--- src/hdl/smsd_pkg.sv ---
package smsd_pkg;

    localparam int SAMPLE_W = 20;
    localparam int COUNT_W  = 11;
    localparam int Q4_W     = 24;
    localparam int ACC_W    = 64;
    localparam int ROOT_W   = 32;

    localparam logic [31:0] COUNT_MAX = 32'd2047;
    localparam logic [31:0] Q4_MAX    = 32'h00FF_FFFF;

    typedef enum logic [2:0] {
        ST_IDLE,
        ST_CHECK,
        ST_SUM,
        ST_MDIV,
        ST_DEV,
        ST_VDIV,
        ST_ROOT,
        ST_DONE
    } state_t;

    typedef struct packed {
        logic store;
        logic pass_start;
        logic pass_run;
        logic square;
        logic div_start;
        logic mean_load;
        logic sqrt_start;
        logic load_out;
    } cmd_t;

    typedef struct packed {
        logic count_zero;
        logic pass_done;
        logic div_busy;
        logic sqrt_busy;
    } status_t;

endpackage

--- src/hdl/smsd_ctrl.sv ---
module smsd_ctrl (
    input  logic                clk,
    input  logic                rst_n,
    input  logic                in_valid,
    output logic                in_ready,
    input  logic                last,
    output logic                out_valid,
    input  logic                out_ready,
    input  smsd_pkg::status_t   status,
    output smsd_pkg::cmd_t      cmd
);

    smsd_pkg::state_t state_reg, state_next;
    logic             out_valid_reg, out_valid_next;

    always_comb
    begin
        state_next = state_reg;
        case (state_reg)
            smsd_pkg::ST_IDLE:
            begin
                if (in_valid && last)
                begin
                    state_next = smsd_pkg::ST_CHECK;
                end
            end
            smsd_pkg::ST_CHECK:
            begin
                state_next = status.count_zero ? smsd_pkg::ST_DONE : smsd_pkg::ST_SUM;
            end
            smsd_pkg::ST_SUM:
            begin
                if (status.pass_done)
                begin
                    state_next = smsd_pkg::ST_MDIV;
                end
            end
            smsd_pkg::ST_MDIV:
            begin
                if (!status.div_busy)
                begin
                    state_next = smsd_pkg::ST_DEV;
                end
            end
            smsd_pkg::ST_DEV:
            begin
                if (status.pass_done)
                begin
                    state_next = smsd_pkg::ST_VDIV;
                end
            end
            smsd_pkg::ST_VDIV:
            begin
                if (!status.div_busy)
                begin
                    state_next = smsd_pkg::ST_ROOT;
                end
            end
            smsd_pkg::ST_ROOT:
            begin
                if (!status.sqrt_busy)
                begin
                    state_next = smsd_pkg::ST_DONE;
                end
            end
            smsd_pkg::ST_DONE:
            begin
                if (!out_valid_reg || out_ready)
                begin
                    state_next = smsd_pkg::ST_IDLE;
                end
            end
            default:
            begin
                state_next = smsd_pkg::ST_IDLE;
            end
        endcase
    end

    always_comb
    begin
        cmd      = '0;
        in_ready = 1'b0;
        case (state_reg)
            smsd_pkg::ST_IDLE:
            begin
                in_ready  = 1'b1;
                cmd.store = in_valid;
            end
            smsd_pkg::ST_CHECK:
            begin
                cmd.pass_start = !status.count_zero;
            end
            smsd_pkg::ST_SUM:
            begin
                cmd.pass_run  = 1'b1;
                cmd.div_start = status.pass_done;
            end
            smsd_pkg::ST_MDIV:
            begin
                cmd.mean_load  = !status.div_busy;
                cmd.pass_start = !status.div_busy;
            end
            smsd_pkg::ST_DEV:
            begin
                cmd.pass_run  = 1'b1;
                cmd.square    = 1'b1;
                cmd.div_start = status.pass_done;
            end
            smsd_pkg::ST_VDIV:
            begin
                cmd.sqrt_start = !status.div_busy;
            end
            smsd_pkg::ST_ROOT:
            begin
                cmd = '0;
            end
            smsd_pkg::ST_DONE:
            begin
                cmd.load_out = !out_valid_reg || out_ready;
            end
            default:
            begin
                cmd = '0;
            end
        endcase
    end

    always_comb
    begin
        out_valid_next = out_valid_reg;
        if (cmd.load_out)
        begin
            out_valid_next = 1'b1;
        end
        else if (out_ready)
        begin
            out_valid_next = 1'b0;
        end
    end

    always_ff @(posedge clk or negedge rst_n)
    begin
        if (!rst_n)
        begin
            state_reg     <= smsd_pkg::ST_IDLE;
            out_valid_reg <= 1'b0;
        end
        else
        begin
            state_reg     <= state_next;
            out_valid_reg <= out_valid_next;
        end
    end

    assign out_valid = out_valid_reg;

`ifndef SYNTHESIS
    a_div_idle: assert property (@(posedge clk) disable iff (!rst_n)
        cmd.div_start |-> !status.div_busy)
        else $error("divider started while busy");

    a_sqrt_idle: assert property (@(posedge clk) disable iff (!rst_n)
        cmd.sqrt_start |-> !status.sqrt_busy)
        else $error("root unit started while busy");

    a_result_source: assert property (@(posedge clk) disable iff (!rst_n)
        $rose(out_valid_reg) |-> $past(state_reg == smsd_pkg::ST_DONE))
        else $error("result raised outside of done state");
`endif

endmodule

--- config.mk ---
export PLATFORM = sky130hd
export DESIGN_NAME = smsd_ctrl
export DESIGN_NICKNAME = d
export VERILOG_FILES = /design/src/hdl/smsd_pkg.sv /design/src/hdl/smsd_ctrl.sv
export SDC_FILE = /design/constraint.sdc
export NUM_CORES = 1
export LEC_CHECK = 0
export BUFFER_PORTS_ARGS = -buffer_cell sky130_fd_sc_hd__clkbuf_2
export CAP_MARGIN = 15
export CORE_AREA = 2 2 39 41
export DETAILED_ROUTE_END_ITERATION = 6
export DIE_AREA = 0 0 41 43
export SLEW_MARGIN = 25
export SYNTH_ARGS = -nofsm -noshare
export SYNTH_HDL_FRONTEND = slang
export SYNTH_SLANG_ARGS = --single-unit
export TNS_END_PERCENT = 5
--- constraint.sdc ---
create_clock -name clk -period 3.4 [get_ports clk]
set_input_delay 0.68 -clock clk [delete_from_list [all_inputs] [get_ports clk]]
set_output_delay 0.68 -clock clk [all_outputs]
set_load 0.01 [all_outputs]
# == Yosys cells after proc, flatten, opt, wreduce, memory -nomap -nowiden ==
# Index checks and enable logic that the tools add are counted.
# totals
wordCells,45
register_bits,4
out_inout_bits,10
in_bits,9
# op_classes
reduce_logical,9
muxes,20
eq_ne,14
# ops
operator,count
$mux W3,8
$pmux W3 S8,1
$ne A2 B2 Y1 const B,7
$eq A3 B3 Y1 const B,4
$mux W1,10
$reduce_and A7 Y1,1
$eq A3 B2 Y1 const B,2
$eq A3 B1 Y1 const B,1
$logic_not A1 Y1,3
$logic_not A3 Y1,1
$pmux W1 S2,1
$reduce_bool A2 Y1,1
$reduce_or A2 Y1,1
$logic_and A1 B1 Y1,1
$logic_or A1 B1 Y1,1

# == Depth between registers and ports, before layout ==
# depth
word_depth,4
ltp_mapped,5
ltp_nobuf,4

# == Worst setup path before layout ==
# OpenSTA, ideal clock, no wires.
# synth_path
path_kind,input to output
from,input port status[1] (netlist bit)
to,output port cmd[6] (netlist bit)
slack_ns,1.402
arrival_ns,1.318
required_ns,2.720
stages,3
path_buffers,0
path_cell_list,and2b_1 > and3b_1 > a31o_2
# synth_lines
item,line_no,source
"start, declared",smsd_ctrl.sv:9,"input smsd_pkg::status_t status,"
"end, declared",smsd_ctrl.sv:10,output smsd_pkg::cmd_t cmd

==> flow_summary.ini <==
[timing]
slew_headroom_pct = 74.5
setup_tns_ns = 0
fin_crit_sh_pct = 63.9
hold_violations = 0
grt_setup_unrepaired = false
worst-slew-pin-transition_ns = 0.382
setup_viol = 0
slew_viol_final = 0
fin_ws_ns = 1.23
fin_skew_ns = 0.00261
max_freq_mhz = 460
fin_crit_ns = 2.17

[logic_synthesis]
syn_avg_cell_area_um2 = 9.12
yosysWarnings = 0
seq_area_frac_synth_pct = 26.8
synth_enable_flop_cells = 0
synth-simple-area-share_pct = 28.1
synth_mux_area_share_pct = 12.7
synthAdderAreaFrac_pct = 0
synth-seq-cells = 4
synth-async-reset-ratio_pct = 100
synthesis.instances = 41
synth-compound-area-share_pct = 17.1
ys.flop_type = dfrtp_1
synth_xor_area_share_pct = 4.35
synth_top_family_by_area = simple AND/OR/NAND/NOR gates
synth_nets = 50
synth_cell_type_count = 25
netlist_area_um2 = 374

[route]
wl_per_cell_um = 9.69
drt_iter0_markers = 4
drc_errors = 0
postRouteAntennaNets = 0
vias_per_cell = 4.47
vias = 331
drt-total-wl_um = 717
dr.pass1.iters = 2

[pwr]
p_per_area_nw_per_um2 = 977
leakagePower_nw = 0.251
ir_drop_mv = 0.300

[grt]
grt_pass1_vias = 273
antenna_found_initial = 0
grt_pass1_wl_um = 1080
grt_max_degree = 12
grt-ovfl-total = 0
grtUsageTotal_pct = 9.26

[placement]
dp_hpwl_um = 592
dp_worst_setup_slack_ns = 1.24
place.gp.congestion = 0.637
io_buffers = 18

[die]
dieHeight_um = 43
core_area_um2 = 1380
start_util_pct = 27.0
dieArea_um2 = 1760
io_pins = 19
die_w_um = 41
rows = 14

[critical_path]
rr_worst_depth = 3
regToRegSetupSlack_ns = 1.66
slowest_stage = dfrtp_1
crit_type = reg2out
r2r_end = state_reg[2]$_DFFE_PN0P_
endpoint = cmd[6]
cp-start-kind = flop
required_ns = 2.72
path_cells = and2b_1 -> and3b_1 -> a31o_2 -> clkbuf_2
critPathLaunch = state_reg[0]$_DFFE_PN0P_
r2r_start = state_reg[0]$_DFFE_PN0P_
end_kind = primary output
cp.arrival_ns = 1.49
cpPeakStageDelay_ns = 0.49
crit_fanout = 11

[cells_and_area]
final_cell_mix = clkbuf_2, nor2_1, nand2_1, dfrtp_1
final_layout_size_suffix_gt1_share_pct = 50.0
final_util_pct = 34.2
nNetsFinal = 69
largest_reg_flops = 3
num_antenna_cells = 0
final_common_cell = clkbuf_2
syn_to_final_growth_pct = 26.4

[clock_tree]
clock_sinks = 4
cts_tree = built
path_clk_slew_ns = 0.04
clkLatencyLatePin_ns = 0.23
htree_levels = 1
cts_resized = 0
cts-root-buf = clkbuf_4
cts.path.max_buffers = 2
holdBufCountCts = 0
numCtsBuffers = 3
post_cts_buffers = 0

[status]
status = completed

[worst_hold_path]
hold_path_class = in2async

[flow_run]
drv_cap = 0
[per-layer routing]
layer	share of wire, %	track usage, %	vias to the layer above
met1	44	10.7	148
met5	0	0	-
met4	0	8.00	0
met2	50	12.8	10
li1	-	-	173
met3	6.4	3.14	0
[cell usage after synthesis (2+ instances only)]
cell type / count / area, um2
buf_4: 3 / 22.5
nor2_1: 4 / 15.0
dfrtp_1: 4 / 100
inv_1: 2 / 7.51
and2_1: 2 / 12.5
o21ai_0: 3 / 15.0
nand2_1: 4 / 15.0
nand2b_1: 2 / 12.5
[where the power goes]
group          switching (mW)  internal [mW]  total [mW]
Combinational           0.126          0.142       0.268
Clock                  0.0194         0.0395      0.0589
Sequential             0.0626         0.0724       0.135
Total                   0.208          0.254       0.462
[cells by family after synthesis]
family                 after synthesis
XOR/XNOR                             1
flip-flops                           4
multiplexers                         4
AO/OA/AOI/OAI                        8
buffers and inverters                6
AND/OR/NAND/NOR                     18
[stage by stage]
step                      area (um2)  std cells  hold WS [ns]  power (mW)
after floorplan                  374         41         0.384       0.363
after global placement           450         71         0.490       0.404
after detailed placement         450         71         0.494       0.409
after CTS                        473         74         0.244       0.469
after global routing             473         74         0.243       0.504
final                            473         74         0.246       0.462
[layout make-up]
type,count,area [um2]
fill,148,911
multi-input combinational,31,233
sequential,4,100
timing repair buffer,18,90.1
clock buffer,3,22.5
tap,16,20.0
inverter,2,7.51
[worst min path at each step]
| stage | depth (start not counted) | startpoint | slack, ns | end |
|---|---|---|---|---|
| 2_1_floorplan | 0 | rst_n | 0.38 | out_valid$_DFFE_PN0P_ |
| 3_3_place_gp | 1 | rst_n | 0.49 | out_valid$_DFFE_PN0P_ |
| 4_1_cts | 1 | rst_n | 0.24 | state_reg[1]$_DFFE_PN0P_ |
| 3_5_place_dp | 1 | rst_n | 0.49 | state_reg[1]$_DFFE_PN0P_ |
| 5_1_grt | 1 | rst_n | 0.24 | state_reg[1]$_DFFE_PN0P_ |
| 6_report | 1 | rst_n | 0.25 | state_reg[2]$_DFFE_PN0P_ |
[critical path: cells and delay by family, from the launching register on]
family          cells  cell delay, ns
flops               1            0.49
simple gates        2            0.44
compound gates      1            0.20
buf+inv             1            0.12
(Power assumes the default switching activity.)
